[src/rtl/a2pa_pkg.sv]
// Shared types, widths and constants for the atan2 polynomial pipeline.
// No dependencies; imported by a2pa_div, a2pa_poly and atan2_poly_approx_top.
package a2pa_pkg;

    localparam int DEF_COORD_WIDTH     = 16;
    localparam int DEF_ANGLE_FRAC_BITS = 13;

    localparam int ANGLE_W    = 16;   // result word
    localparam int RATIO_FRAC = 15;   // fraction bits of ratio and square
    localparam int RATIO_W    = 16;   // 1.0 is held as 2^15
    localparam int ACC_W      = 18;   // Horner accumulator, 16 fraction bits
    localparam int PROD_W     = 35;   // accumulator times ratio or square
    localparam int COEF_COUNT = 6;

    typedef logic signed [ACC_W-1:0] t_acc;

    // odd polynomial for atan on the first octant, 16 fraction bits
    localparam t_acc COEF [COEF_COUNT] = '{
        -18'sd883, 18'sd3767, -18'sd7946, 18'sd12821, -18'sd21823, 18'sd65536
    };

    // pi with 60 fraction bits
    localparam logic [63:0] PI_Q60 = 64'h3243_F6A8_885A_308D;

    // side information that rides along with each item
    typedef struct packed {
        logic zero;    // x and y both zero
        logic swap;    // |y| > |x|
        logic x_neg;
        logic y_neg;
    } t_side;

    function automatic logic [63:0] pi_fixed(input int frac);
        pi_fixed = (PI_Q60 + (64'd1 << (59 - frac))) >> (60 - frac);
    endfunction

    function automatic logic [63:0] half_pi_fixed(input int frac);
        half_pi_fixed = (PI_Q60 + (64'd1 << (60 - frac))) >> (61 - frac);
    endfunction

endpackage

[src/rtl/a2pa_div.sv]
// Pipelined restoring divider: one quotient bit per stage, min/max ratio.
// Depends on a2pa_pkg (ratio width, side struct).
module a2pa_div #(
    parameter int COORD_WIDTH = a2pa_pkg::DEF_COORD_WIDTH
) (
    input  logic                           i_clk,
    input  logic                           i_rst_n,
    input  logic                           i_en,
    input  logic                           i_valid,
    input  logic [COORD_WIDTH-1:0]         i_num,
    input  logic [COORD_WIDTH-1:0]         i_den,
    input  a2pa_pkg::t_side                i_side,
    output logic                           o_valid,
    output logic [a2pa_pkg::RATIO_W-1:0]   o_quo,
    output a2pa_pkg::t_side                o_side
);
    import a2pa_pkg::*;

    localparam int CW = COORD_WIDTH;
    localparam int QB = RATIO_W;

    logic          r_v    [QB];
    logic [CW-1:0] r_rem  [QB];
    logic [CW-1:0] r_den  [QB];
    logic [QB-1:0] r_quo  [QB];
    t_side         r_side [QB];

    genvar g;
    generate
        for (g = 0; g < QB; g++) begin : g_stage
            logic [CW-1:0] rem_sh;
            logic [CW-1:0] den;
            logic [CW:0]   diff;
            logic [QB-1:0] quo_in;
            logic          v_in;
            t_side         side_in;
            logic          qbit;

            if (g == 0) begin : g_first
                assign rem_sh  = i_num;
                assign den     = i_den;
                assign quo_in  = '0;
                assign v_in    = i_valid;
                assign side_in = i_side;
            end else begin : g_next
                // remainder stays below the divisor, so its top bit is clear
                assign rem_sh  = {r_rem[g-1][CW-2:0], 1'b0};
                assign den     = r_den[g-1];
                assign quo_in  = r_quo[g-1];
                assign v_in    = r_v[g-1];
                assign side_in = r_side[g-1];
            end

            assign diff = {1'b0, rem_sh} - {1'b0, den};
            assign qbit = ~diff[CW];

            always_ff @(posedge i_clk) begin
                if (!i_rst_n) begin
                    r_v[g] <= 1'b0;
                end else if (i_en) begin
                    r_v[g] <= v_in;
                end
            end

            always_ff @(posedge i_clk) begin
                if (i_en) begin
                    r_rem[g]  <= qbit ? diff[CW-1:0] : rem_sh;
                    r_den[g]  <= den;
                    r_quo[g]  <= {quo_in[QB-2:0], qbit};
                    r_side[g] <= side_in;
                end
            end
        end
    endgenerate

    assign o_valid = r_v[QB-1];
    assign o_quo   = r_quo[QB-1];
    assign o_side  = r_side[QB-1];

endmodule

[config.mk]
export PLATFORM = sky130hd
export DESIGN_NAME = a2pa_div
export DESIGN_NICKNAME = d
export VERILOG_FILES = /design/src/rtl/a2pa_pkg.sv /design/src/rtl/a2pa_div.sv
export SDC_FILE = /design/constraint.sdc
export NUM_CORES = 1
export LEC_CHECK = 0
export BUFFER_PORTS_ARGS = -buffer_cell sky130_fd_sc_hd__buf_2
export CAP_MARGIN = 20
export CELL_PAD_IN_SITES_DETAIL_PLACEMENT = 0
export CELL_PAD_IN_SITES_GLOBAL_PLACEMENT = 1
export CORE_ASPECT_RATIO = 0.5
export CORE_MARGIN = 8
export CORE_UTILIZATION = 53
export CTS_BUF_LIST = sky130_fd_sc_hd__clkbuf_16
export DETAILED_ROUTE_END_ITERATION = 16
export GPL_TIMING_DRIVEN = 1
export PLACE_DENSITY_LB_ADDON = 0.1
export SLEW_MARGIN = 20
export SYNTH_ARGS = -nofsm -noshare
export SYNTH_HDL_FRONTEND = slang
export SYNTH_SLANG_ARGS = --single-unit
[constraint.sdc]
create_clock -name i_clk -period 3.6 [get_ports i_clk]
set_input_delay 0.54 -clock i_clk [delete_from_list [all_inputs] [get_ports i_clk]]
set_output_delay 0.54 -clock i_clk [all_outputs]
set_load 0.02 [all_outputs]
## Word level (Yosys, flattened, before mapping)

Memory sizes are Yosys's and may differ from the RTL's.
Index checks and enable logic that the tools add are counted.

- Memories kept: 5
- Bits in registers: 0
- Output and inout bits: 21
- Input port bits: 40
- Word-level logic and storage cells: 90
- Memory bits (writable): 848

- Add/subtract/negate cells: 16
- Bitwise gates (word level): 32
- Mux-type cells: 37

Memory list:

| name | words | width | rd ports | clocked after Yosys merged registers in | write ports | RTL line | source |
|---|---|---|---|---|---|---|---|
| r_den | 16 | 16 | 15 | 0 | 16 | a2pa_div.sv:24 | `logic [CW-1:0] r_den [QB];` |
| r_quo | 16 | 16 | 16 | 0 | 16 | a2pa_div.sv:25 | `logic [QB-1:0] r_quo [QB];` |
| r_rem | 16 | 16 | 15 | 0 | 16 | a2pa_div.sv:23 | `logic [CW-1:0] r_rem [QB];` |
| r_side | 16 | 4 | 16 | 0 | 16 | a2pa_div.sv:26 | `t_side r_side [QB];` |
| r_v | 16 | 1 | 16 | 0 | 16 | a2pa_div.sv:22 | `logic r_v [QB];` |

Operators by type and width:

| cell | count |
|---|---|
| 16-bit by 16-bit subtractor with 17-bit output | 16 |
| 16-bit 2-to-1 mux | 16 |
| 1-bit 2-to-1 mux | 21 |
| 1-bit inverter | 16 |
| 1-bit bitwise OR | 16 |

## Logic depth before layout (Yosys ltp)

- Depth after elaboration: 4
- Mapped depth: 11
- Depth with buffers taken out: 10

## Least setup slack after synthesis

OpenSTA, ideal clock, no wires.

- Kind: reg-to-reg
- From: mem r_rem[7][0] (netlist name)
- To: mem r_rem[8][10] (netlist name) (data pin)
- Path slack: 0.631 ns
- Setup time: 0.260 ns
- Cell stages (with the launch flop): 9
- Arrival: 2.709 ns
- Period minus slack after synthesis: 2.969 ns
- Path through: edfxtp_1 -> fa_1 -> a211oi_2 -> o21bai_1 -> a21o_1 -> a221o_2 -> a221oi_4 -> buf_8 -> mux2_4

RTL lines:

| what | RTL line |
|---|---|
| from (decl) | a2pa_div.sv:23 |

==> flow_summary.ini <==
[sta]
final.setup.worst_slack_ns = 0.3906
finalCritPeriodShare_pct = 89.15
finalCriticalPeriod_ns = 3.209
worst_slew_pin_slew_ns = 1.063
finalSetupTns_ns = 0
fmax_ghz = 0.3116
setup_viol = 0
finalMaxSlewViolations = 0
rsz0062_at_grt = no
hold_viol_final = 0
relSlewSlack_pct = 29.13
fin_worst_skew_ns = 0.01443

[setup_path]
worst_setup_path_start_kind = register
worstPathRequired_ns = 3.98
path_class = reg2reg
slowest_delay_ns = 0.60
cp_top_family = simple AND/OR/NAND/NOR gates
critPathMaxFanout = 16
cp_slowest_cell = or3_1
cp-end-kind = register
path_cells = fa_1 > a211oi_1 > o21ai_0 > or3b_1 > o22ai_1 > or3_1 > mux2_2
critPathArrivalTime_ns = 3.59
worst-path-buf-inv = 0

[power]
p_sw_w = 0.009787
p_int_w = 0.02104
combPwrFrac_pct = 38.7
power_frac_seq_pct = 38.1
powerDensity_nw_per_um2 = 789.2
vdd_ir_drop_max_uv = 383.9
p_clk_share_pct = 23.2
leakagePower_nw = 15.75
sw_frac_of_total_pct = 31.75

[finish]
fillers = 5316
ff_latch_area_sq_um = 20440
final_net_count = 3152
area_growth_pct = 10.46
antenna_cells = 0
multiInputGateArea_sq_um = 13520
drive_gt1_share_pct = 14.30

[logic_synthesis]
synth.most_common_cell = edfxtp_1
seq_area_frac_synth_pct = 57.81
syn_nets = 3043
ys.flop_type = edfxtp_1
synthAdderAreaFrac_pct = 9.377
ys_async_sr_fraction_pct = 0
synth_top_family_by_area = compound AO/OA/AOI/OAI gates
netlist_area_sq_um = 35360
synth_compound_area_share_pct = 12.46
synth_top_cells_by_count = 680 x edfxtp_1, 313 x inv_1, 241 x ha_1
ys_ff_latch = 681
synthTopCellsByArea = edfxtp_1 58%, ha_1 8.5%, mux2_2 5.3%, inv_1 3.3%, xnor2_1 2.4%
synth_edf_count = 680
syn_inst = 2747
synthMuxAreaShare_pct = 6.019
synth_cell_types = 87
synth.avg_cell_area_sq_um = 12.87
yosys.area_share.simple_pct = 6.883
yosysWarnings = 0
synth.top_cell.area_share_pct = 57.75
synth_xor_area_share_pct = 3.468
yosys.area.top_type = edfxtp_1

[grt]
grt_max_degree = 120
antenna_found_initial = 0
grt_pass1_wl_um = 98940
grt_usage_pct = 15.47
grt_overflow = 0
first_global_vias = 21260

[route]
wl_per_cell_um = 15.62
drt_pass1_iterations = 4
ant_nets = 0
vias = 20730
drt_iter0_markers = 871
routed_via_density = 5.454
route.detailed.drc = 0
wl_um = 59340

[clocking]
insertion_delay_ns = 0.63
cts_root_buf = clkbuf_16
path_clk_slew_ns = 0.07
postCtsSetupRepairBufs = 0
cts_resized = 0
cts_tree = done
cts_sinks = 681
cts.path.max_buffers = 3
numCtsBuffers = 60
htreeDepth = 2
cts_hold_buf = 0

[floorplan]
core-area_sq_um = 66480
num_rows = 67
die_y_um = 198.6
die-area_sq_um = 75740
io_pins = 61
die_width_um = 381.3
initial_utilization_pct = 53.19

[hold_path]
min_path_type = in2reg

[job]
maxCapViolCount = 0

[run_status]
outcome = finished, final reports clean

[place]
port_buffers = 60
dp_hpwl_um = 43280
dp_slack_ns = 0.3709
globalplace.congestion = 0.8944
through the flow:
step	hold WS (ns)	total power, W	utilization [%]	area (sq um)	instances
final	0.09629	0.03082	58.75	39060	3800
after floorplan	0.4003	0.02122	-	35360	2747
after CTS	0.02809	0.03111	58.75	39060	3800
after detailed placement	0.4045	0.02380	55.45	36860	3691
after global routing	0.04823	0.03284	58.75	39060	3800
after global placement	0.4002	0.02367	55.45	36860	3691
power by group through the flow:
stage,combinational (W),clock (W),sequential (W)
4_1_cts,0.0120,0.00737,0.0118
3_3_place_gp,0.0117,0,0.0119
5_1_grt,0.0133,0.00763,0.0119
3_5_place_dp,0.0119,0,0.0119
6_report,0.0119,0.00714,0.0117
2_1_floorplan,0.00959,0,0.0116
flip-flops by register name (all words and copies together) (netlist names):
| register | count |
|---|---|
| r_rem | 225 |
| r_v | 16 |
| r_den | 240 |
| r_quo | 136 |
| r_side | 64 |
kinds of logic after synthesis:
kind of cell,after synthesis
flip-flops,681
AO/OA/AOI/OAI,637
adder cells (fa/ha/maj),256
AND/OR/NAND/NOR,487
XOR/XNOR,140
multiplexers,189
buffers and inverters,357
worst register-to-register path: stages, from the launching register on:
cell and delay (ns):
edfxtp_1 0.43, fa_1 0.50, a211oi_1 0.46, o21ai_0 0.22, or3b_1 0.27, o22ai_1 0.11, or3_1 0.60, mux2_2 0.38
area by class of cell:
cell class,instances,share of cell area [%]
inverters,316,3.037
repair buffers,88,1.525
clock inverters,48,1.717
well taps,897,2.873
multi-input cells,1709,34.61
flip-flops and latches,681,52.33
clock buffers,61,3.908
routing by layer:
metal	share of wire [%]	track usage, %
met4	2.9	5.139
met1	41	16.99
met5	0	0
met3	2.9	2.419
met2	53	30.40
final timing paths:
path	to	cells past startpoint	startpoint	slack (ns)
min	r_side[0][0]	1	i_side[0]	0.1
max	r_rem[11][1]	7	r_rem[10][0]	0.39
max reg2reg	r_rem[11][1]	7	r_rem[10][0]	0.39
min reg2reg	r_side[12][1]	0	r_side[11][1]	0.41
layout by cell type (no fill, tap or decap), types with 13 or more instances in the layout:
cell       count
edfxtp_1     680
inv_1        319
ha_1         241
mux2_2       165
nor2_1       147
a21oi_1      143
xnor2_1       98
o21ai_0       95
nand2_1       91
a21o_1        82
clkbuf_16     61
buf_2         59
a211oi_1      52
o21a_1        47
xor2_1        42
nand3_1       40
nor3_1        34
and3_1        32
nor2b_1       27
a31oi_1       23
buf_4         22
o21bai_1      20
nand4_1       19
or2_2         19
nand2b_1      18
mux2i_1       18
bufinv_16     17
o211ai_1      15
fa_1          15
o31ai_1       14
or3_1         13
(Power assumes the default switching activity.)
