===== src/rtl/a2pa_pkg.sv =====
// Shared types, widths and constants for the atan2 polynomial pipeline.
// No dependencies; imported by a2pa_div, a2pa_poly and atan2_poly_approx_top.
package a2pa_pkg;

    localparam int DEF_COORD_WIDTH     = 16;
    localparam int DEF_ANGLE_FRAC_BITS = 13;

    localparam int ANGLE_W    = 16;   // result word
    localparam int RATIO_FRAC = 15;   // fraction bits of ratio and square
    localparam int RATIO_W    = 16;   // 1.0 is held as 2^15
    localparam int ACC_W      = 18;   // Horner accumulator, 16 fraction bits
    localparam int PROD_W     = 35;   // accumulator times ratio or square
    localparam int COEF_COUNT = 6;

    typedef logic signed [ACC_W-1:0] t_acc;

    // odd polynomial for atan on the first octant, 16 fraction bits
    localparam t_acc COEF [COEF_COUNT] = '{
        -18'sd883, 18'sd3767, -18'sd7946, 18'sd12821, -18'sd21823, 18'sd65536
    };

    // pi with 60 fraction bits
    localparam logic [63:0] PI_Q60 = 64'h3243_F6A8_885A_308D;

    // side information that rides along with each item
    typedef struct packed {
        logic zero;    // x and y both zero
        logic swap;    // |y| > |x|
        logic x_neg;
        logic y_neg;
    } t_side;

    function automatic logic [63:0] pi_fixed(input int frac);
        pi_fixed = (PI_Q60 + (64'd1 << (59 - frac))) >> (60 - frac);
    endfunction

    function automatic logic [63:0] half_pi_fixed(input int frac);
        half_pi_fixed = (PI_Q60 + (64'd1 << (60 - frac))) >> (61 - frac);
    endfunction

endpackage


===== src/rtl/a2pa_poly.sv =====
// Horner evaluation of the octant arctangent: square, five multiply/round-add
// step pairs, final multiply by the ratio and rounding. Depends on a2pa_pkg.
module a2pa_poly #(
    parameter int ANGLE_FRAC_BITS = a2pa_pkg::DEF_ANGLE_FRAC_BITS
) (
    input  logic                           i_clk,
    input  logic                           i_rst_n,
    input  logic                           i_en,
    input  logic                           i_valid,
    input  logic [a2pa_pkg::RATIO_W-1:0]   i_ratio,
    input  a2pa_pkg::t_side                i_side,
    output logic                           o_valid,
    output logic signed [ANGLE_FRAC_BITS+3:0] o_theta,
    output a2pa_pkg::t_side                o_side
);
    import a2pa_pkg::*;

    localparam int TW     = ANGLE_FRAC_BITS + 4;
    localparam int SQ_W   = 2 * RATIO_W;
    localparam int STEPS  = COEF_COUNT - 1;
    localparam int FIN_SH = 31 - ANGLE_FRAC_BITS;

    localparam logic [SQ_W-1:0]          SQ_HALF  = SQ_W'(1) << (RATIO_FRAC - 1);
    localparam logic signed [PROD_W-1:0] H_HALF   = PROD_W'(1) << (RATIO_FRAC - 1);
    localparam logic signed [PROD_W-1:0] FIN_HALF = PROD_W'(1) << (FIN_SH - 1);

    // square: multiply, then round
    logic               r_q0_v, r_q1_v;
    t_side              r_q0_side, r_q1_side;
    logic [RATIO_W-1:0] r_q0_r, r_q1_r, r_q1_s;
    logic [SQ_W-1:0]    r_q0_prod;

    always_ff @(posedge i_clk) begin
        if (!i_rst_n) begin
            r_q0_v <= 1'b0;
            r_q1_v <= 1'b0;
        end else if (i_en) begin
            r_q0_v <= i_valid;
            r_q1_v <= r_q0_v;
        end
    end

    always_ff @(posedge i_clk) begin
        if (i_en) begin
            r_q0_side <= i_side;
            r_q0_r    <= i_ratio;
            r_q0_prod <= SQ_W'(i_ratio) * SQ_W'(i_ratio);
            r_q1_side <= r_q0_side;
            r_q1_r    <= r_q0_r;
            r_q1_s    <= RATIO_W'((r_q0_prod + SQ_HALF) >> RATIO_FRAC);
        end
    end

    // Horner steps
    logic                      r_hm_v    [STEPS];
    logic                      r_ha_v    [STEPS];
    t_side                     r_hm_side [STEPS];
    t_side                     r_ha_side [STEPS];
    logic [RATIO_W-1:0]        r_hm_r    [STEPS];
    logic [RATIO_W-1:0]        r_ha_r    [STEPS];
    logic [RATIO_W-1:0]        r_hm_s    [STEPS];
    logic [RATIO_W-1:0]        r_ha_s    [STEPS];
    logic signed [PROD_W-1:0]  r_hm_prod [STEPS];
    t_acc                      r_ha_acc  [STEPS];

    genvar k;
    generate
        for (k = 0; k < STEPS; k++) begin : g_step
            logic                     v_in;
            t_side                    side_in;
            logic [RATIO_W-1:0]       r_in;
            logic [RATIO_W-1:0]       s_in;
            t_acc                     acc_in;
            logic signed [PROD_W-1:0] rnd;

            if (k == 0) begin : g_first
                assign v_in    = r_q1_v;
                assign side_in = r_q1_side;
                assign r_in    = r_q1_r;
                assign s_in    = r_q1_s;
                assign acc_in  = COEF[0];
            end else begin : g_next
                assign v_in    = r_ha_v[k-1];
                assign side_in = r_ha_side[k-1];
                assign r_in    = r_ha_r[k-1];
                assign s_in    = r_ha_s[k-1];
                assign acc_in  = r_ha_acc[k-1];
            end

            // floor of (prod + half) / 2^15, i.e. round half up
            assign rnd = r_hm_prod[k] + H_HALF;

            always_ff @(posedge i_clk) begin
                if (!i_rst_n) begin
                    r_hm_v[k] <= 1'b0;
                    r_ha_v[k] <= 1'b0;
                end else if (i_en) begin
                    r_hm_v[k] <= v_in;
                    r_ha_v[k] <= r_hm_v[k];
                end
            end

            always_ff @(posedge i_clk) begin
                if (i_en) begin
                    r_hm_side[k] <= side_in;
                    r_hm_r[k]    <= r_in;
                    r_hm_s[k]    <= s_in;
                    r_hm_prod[k] <= PROD_W'(acc_in) * PROD_W'($signed({1'b0, s_in}));
                    r_ha_side[k] <= r_hm_side[k];
                    r_ha_r[k]    <= r_hm_r[k];
                    r_ha_s[k]    <= r_hm_s[k];
                    r_ha_acc[k]  <= ACC_W'(rnd >>> RATIO_FRAC) + COEF[k+1];
                end
            end
        end
    endgenerate

    // final multiply by the ratio and rounding to the angle format
    logic                     r_fm_v, r_fr_v;
    t_side                    r_fm_side, r_fr_side;
    logic signed [PROD_W-1:0] r_fm_prod;
    logic signed [TW-1:0]     r_fr_t;
    logic signed [PROD_W-1:0] fin_rnd;

    assign fin_rnd = r_fm_prod + FIN_HALF;

    always_ff @(posedge i_clk) begin
        if (!i_rst_n) begin
            r_fm_v <= 1'b0;
            r_fr_v <= 1'b0;
        end else if (i_en) begin
            r_fm_v <= r_ha_v[STEPS-1];
            r_fr_v <= r_fm_v;
        end
    end

    always_ff @(posedge i_clk) begin
        if (i_en) begin
            r_fm_side <= r_ha_side[STEPS-1];
            r_fm_prod <= PROD_W'(r_ha_acc[STEPS-1])
                         * PROD_W'($signed({1'b0, r_ha_r[STEPS-1]}));
            r_fr_side <= r_fm_side;
            r_fr_t    <= TW'(fin_rnd >>> FIN_SH);
        end
    end

    assign o_valid = r_fr_v;
    assign o_theta = r_fr_t;
    assign o_side  = r_fr_side;

endmodule


===== config.mk =====
export PLATFORM = sky130hd
export DESIGN_NAME = a2pa_poly
export DESIGN_NICKNAME = d
export VERILOG_FILES = /design/src/rtl/a2pa_pkg.sv /design/src/rtl/a2pa_poly.sv
export SDC_FILE = /design/constraint.sdc
export NUM_CORES = 2
export LEC_CHECK = 0
export ABC_AREA = 1
export BUFFER_PORTS_ARGS = -buffer_cell sky130_fd_sc_hd__buf_2
export CAP_MARGIN = 10
export CORE_MARGIN = 8
export CORE_UTILIZATION = 67
export DETAILED_ROUTE_END_ITERATION = 12
export GPL_TIMING_DRIVEN = 0
export PLACE_DENSITY = 0.83
export SYNTH_ARGS = -nofsm -noshare
export SYNTH_HDL_FRONTEND = slang
export SYNTH_SLANG_ARGS = --single-unit
export TNS_END_PERCENT = 20

===== constraint.sdc =====
create_clock -name i_clk -period 6.6 [get_ports i_clk]
set_input_delay 0 -clock i_clk [delete_from_list [all_inputs] [get_ports i_clk]]
set_output_delay 0 -clock i_clk [all_outputs]
set_load 0.02 [all_outputs]

# Word level (Yosys, flattened, before mapping)
# Memory sizes are Yosys's and may differ from the RTL's. A register that Yosys moved wholly into a read port is not among the register bits.
# Index checks and enable logic that the tools add are counted.
# classes
add_sub_neg	12
n_mul	7
muxes	15
bitwise_logic	10
reduce_logical	1
# op_table
cell	count
$mul A18 B17 Y35	5
$add A33 B16 Y33 const B	5
$add A35 B19 Y35 const B	1
$add A31 B15 Y31 const B	1
$mul A16 B16 Y31	1
$mul A11 B17 Y28 const A	1
$add A18 B13 Y18 const B	1
$add A18 B14 Y18 const B	1
$add A18 B15 Y18 const B	1
$add A18 B16 Y18 const B	1
$add A18 B18 Y18 const B	1
$mux W1	15
$or A1 B1 Y1	10
$logic_not A1 Y1	1
# word_totals
reg_bits	146
mem_bits_rw	635
input_bits	24
out_inout_bits	22
memories	10
# mem_list
name	words	width	read_ports	rd_clocked_by_memory_dff	wr	line_no	text
r_hm_prod	5	35	5	0	5	a2pa_poly.sv:63	logic signed [PROD_W-1:0] r_hm_prod [STEPS];
r_ha_acc	5	18	5	0	5	a2pa_poly.sv:64	t_acc r_ha_acc [STEPS];
r_ha_r	5	16	5	0	5	a2pa_poly.sv:60	logic [RATIO_W-1:0] r_ha_r [STEPS];
r_ha_s	5	16	4	0	5	a2pa_poly.sv:62	logic [RATIO_W-1:0] r_ha_s [STEPS];
r_hm_r	5	16	5	0	5	a2pa_poly.sv:59	logic [RATIO_W-1:0] r_hm_r [STEPS];
r_hm_s	5	16	5	0	5	a2pa_poly.sv:61	logic [RATIO_W-1:0] r_hm_s [STEPS];
+4 memories	n/a	n/a	n/a	n/a	n/a	n/a	

# Logic depth before layout (Yosys ltp)
# depth
word_depth	4
depth_mapped	29
mapped_depth_nobuf	27

# Least setup slack after synthesis
# No wires, ideal clock.
# synth_path
kind	flip-flop to flip-flop
startpoint	memory r_ha_s[2][3] (netlist: r_ha_s[0][35])
endpoint	memory r_hm_prod[3][32] (netlist: r_hm_prod[0][137]), data pin
setup_time_ps	253
arrival_ps	5621
t_required_ps	6347
setup_slack_ps	726
stages_incl_launch_ff	24
period_less_slack_ps	5874
path_cell_list	edfxtp_1 -> clkbuf_1 -> buf_1 -> nand2_1 -> fa_1 -> inv_1 -> fa_1 -> inv_1 -> fa_1 -> fa_1 -> fa_1 -> fa_1 -> inv_1 -> ha_1 -> nand2_1 -> inv_1 -> a21oi_1 -> nor2_1 -> nor2_1 -> o211ai_1 -> a21oi_1 -> inv_1 -> nand2_1 -> nand2_1
# synth_lines
item	line_no
from (decl)	a2pa_poly.sv:62
to (decl)	a2pa_poly.sv:63

==> flow_summary_export.csv <==
group,metric,value,unit
outcome,status,"finished clean",
synthesis,yosysSeqAreaShare,21.47,%
die,die_y,380.4,um
placed_design,gp_congestion,0.9742,
timing,slew_headroom,46.07,%
drt,vias,64649,
timing,hold_viol_final,0,
drt,antenna_left,0,
drt,firstDrtPassIters,9,
job,cap_viol_max_count,0,
timing,rsz0062_at_grt,"yes",
synthesis,synth-seq-cells,638,
cts,numCtsBuffers,72,
worst_hold_path,min_path_type,"input port to flip-flop",
setup_path,critPathLaunchType,"flip-flop",
die,rows,133,
timing,setup-violations-final,0,
drt,drt-initial-drc-count,5454,
synthesis,yosysMostFrequentCell,"inv_1",
setup_path,critical_path_class,"flip-flop to flip-flop",
cts,insertion_delay,0.70,ns
cts,tritoncts,"built",
layout,design_area,94820,sq um
setup_path,crit_arrival,6.87,ns
timing,worstMarginPinSlew,0.8090,ns
global_routing,grt_pass1_wl,351000,um
placed_design,place_area,91540,sq um
layout,fillers,9755,
timing,fmax,0.1558,GHz
setup_path,cp_slowest_cell,"fa_1",
setup_path,worstPathRequired,7.06,ns
synthesis,synth.distinct_cells,55,
synthesis,synth.cell_area,88970,sq um
cts,clock-sinks,638,
setup_path,crit_family,"adder cells",
global_routing,antenna_found_initial,0,
placed_design,portBuffers,45,
cts,cts-root-buf,"clkbuf_16",
synthesis,synth_largest_area_cell,"fa_1",
setup_path,path_cells,"clkbuf_1 > clkbuf_2 > nand2_1 > fa_1 > inv_1 > fa_1 > fa_1 > fa_1 > fa_1 > inv_1 > fa_1 > inv_1 > ha_1 > a21oi_1 > inv_1 > a31oi_1 > o21ai_0 > a21oi_1 > nand2_1 > nand2_1 > nand2_1",
synthesis,synth_top_area_share,36.02,%
die,core_region_area,131600,sq um
cts,cts_buffer_depth,3,
timing,finalCritPeriodShare,97.23,%
synthesis,ys.flop_type,"edfxtp_1",
drt,wl_per_cell,17.97,um
timing,finalClockSkew,0.04896,ns
placed_design,dp_hpwl,175000,um
synthesis,synth_nets,12267,
drt,routed_wl,215000,um
synthesis,synth_edf_count,632,
die,die_w,380.4,um
layout,area_growth_syn_to_layout,6.576,%
setup_path,cp_max_fo,10,
cts,clk_pin_slew_worst_paths,0.07,ns
timing,period_needed,6.417,ns
synthesis,synth.area.top_cells,"fa_1 36%, edfxtp_1 21%, inv_1 13%",
layout,drive_above_1_share,4.554,%
cts,htreeDepth,3,
setup_path,end_kind,"flip-flop",
die,start_util,67.59,%
drt,drcViolationCount,0,
synthesis,ys_warn_count,0,
synthesis,postSynthCellCount,10016,
setup_path,cp_num_buf_inv,6,
global_routing,grt_overflow,0,
die,ios,46,
timing,final_max_slew_viol_count,0,
synthesis,ys_top_cells_by_count,"2969 x inv_1, 2351 x nand2_1, 1601 x fa_1, 632 x edfxtp_1, 626 x ha_1",
die,die_area,144700,sq um
setup_path,critPathMaxStageDelay,0.63,ns
drt,viasPerCell,5.403,
global_routing,grt_pass1_vias,68671,
global_routing,grt_max_degree,140,
global_routing,track_usage,30.06,%
layout,nNetsFinal,12403,
setup_path,cpMostUsedCell,"fa_1",
synthesis,postSynth.asyncResetShare,0,%
synthesis,syn_area_per_cell,8.883,sq um
==> cell families (layout without fill, tap and decap cells) <==
| family | Yosys count | in the layout | synth area share, % |
|---|---|---|---|
| and+or+nand+nor | 3040 | 3040 | 13.69 |
| xor gates and xnor gates | 280 | 280 | 2.790 |
| other | 0 | 1 | 0 |
| adders and majority gates | 2227 | 2227 | 44.83 |
| DFF | 638 | 638 | 21.47 |
| AOI/OAI and AO/OA | 496 | 496 | 3.150 |
| buffers and inverters | 3335 | 3529 | 14.07 |
==> state kept, by name (all words and copies together), names as in the netlist, 4 cells and up <==
register,flops
g_step.r_in,16
g_step.s_in,16
g_step.side_in,4
o_side,4
o_theta,17
r_fm_prod,18
r_fm_side,4
r_ha_acc,90
r_ha_r,80
r_ha_s,64
r_ha_side,20
r_ha_v,5
r_hm_prod,90
r_hm_r,80
r_hm_s,64
r_hm_side,20
r_hm_v,5
r_q0_prod,17
r_q0_r,16
r_q0_side,4
==> worst register-to-register path: stages, from the launching register on <==
cell      delay, ns
edfxtp_1       0.32
clkbuf_1       0.41
clkbuf_2       0.38
nand2_1        0.14
fa_1           0.59
inv_1          0.07
fa_1           0.51
fa_1           0.63
fa_1           0.52
fa_1           0.51
inv_1          0.05
fa_1           0.47
inv_1          0.04
ha_1           0.34
a21oi_1        0.15
inv_1          0.06
a31oi_1        0.25
o21ai_0        0.27
a21oi_1        0.30
nand2_1        0.09
nand2_1        0.06
nand2_1        0.04
==> final cells by class <==
class | instances | area (sq um) | share of cell area [%]
Clock inverter | 48 | 580.6 | 0.6123
Clock buffer | 84 | 1847 | 1.948
Antenna cell | 1 | 2.502 | 0.002639
Multi-Input combinational cell | 6043 | 57420 | 60.55
Sequential cell | 638 | 19100 | 20.14
Tap cell | 1755 | 2196 | 2.316
Buffer | 260 | 1160 | 1.223
Inverter | 2976 | 11170 | 11.78
Timing Repair Buffer | 161 | 1349 | 1.422
==> metrics by stage <==
step,TNS [ns],hold slack (ns),utilization (%),std cells,setup WS [ns]
6_report,0,0.04756,72.04,11966,0.1830
5_1_grt,-0.03244,0.01721,72.04,11965,-0.01391
4_1_cts,0,0.003546,71.60,11949,0.001036
3_5_place_dp,-3.157,0.1805,69.54,11821,-0.4306
3_3_place_gp,-2480.80,0.1782,69.43,11816,-4.472
2_1_floorplan,0,0.09887,-,10016,0.7259
==> path summary, 6_finish.rpt <==
| kind | slack [ns] | from | cells past startpoint | end |
|---|---|---|---|---|
| setup / recovery | 0.18 | r_ha_acc[0][78] | 21 | r_fm_prod[32] |
| hold reg to reg | 0.40 | r_ha_side[4][0] | 0 | r_fm_side[0] |
| setup reg to reg | 0.18 | r_ha_acc[0][78] | 21 | r_fm_prod[32] |
| hold / removal | 0.05 | i_side[1] | 2 | r_q0_side[1] |
==> per-layer routing <==
layer | vias up | wire length, um | global-route usage (%)
met1 | 31860 | 86330 | 40.69
met5 | - | 0 | 0
met3 | 549 | 19320 | 5.710
met4 | 0 | 7577 | 9.911
met2 | 2787 | 101800 | 49.33
li1 | 29453 | - | -
==> cell usage in the layout, fill, tap and decap left out, types with 7 or more instances in the layout <==
cell type	n
clkbuf_2	114
o21ai_1	9
nand2_1	2350
o211ai_1	13
buf_2	56
nand3_1	173
o21a_1	14
fa_2	9
clkinv_1	11
clkbuf_16	72
nor2_1	323
o21ai_0	126
ha_1	626
a21oi_1	225
clkinvlp_4	7
xnor2_1	99
inv_1	2966
or2_2	8
a21o_1	29
nand2_2	12
nor4_1	12
nor2_2	14
o21bai_1	22
nand4_1	59
a21boi_0	7
edfxtp_1	632
a31oi_1	22
clkinv_2	7
nor3_1	41
buf_4	79
nand3b_1	13
dlygate4sd3_1	27
fa_1	1592
inv_2	9
xor2_1	177
clkbuf_1	139
==> what timing repair did <==
| action | 4_1_cts | 5_1_grt |
|---|---|---|
| gates cloned | 0 | 0 |
| setup buffers | 11 | 73 |
| resized for setup | 56 | 192 |
| endpoints found under the setup margin | 30 | 59 |
| endpoints found under the hold margin | 62 | 0 |
| pin swaps | 0 | 3 |
| hold buffers | 27 | 0 |
Power is left out: the tool's default activity adds up to more than one toggle a clock period on the data nets, which glitch-free logic cannot reach.
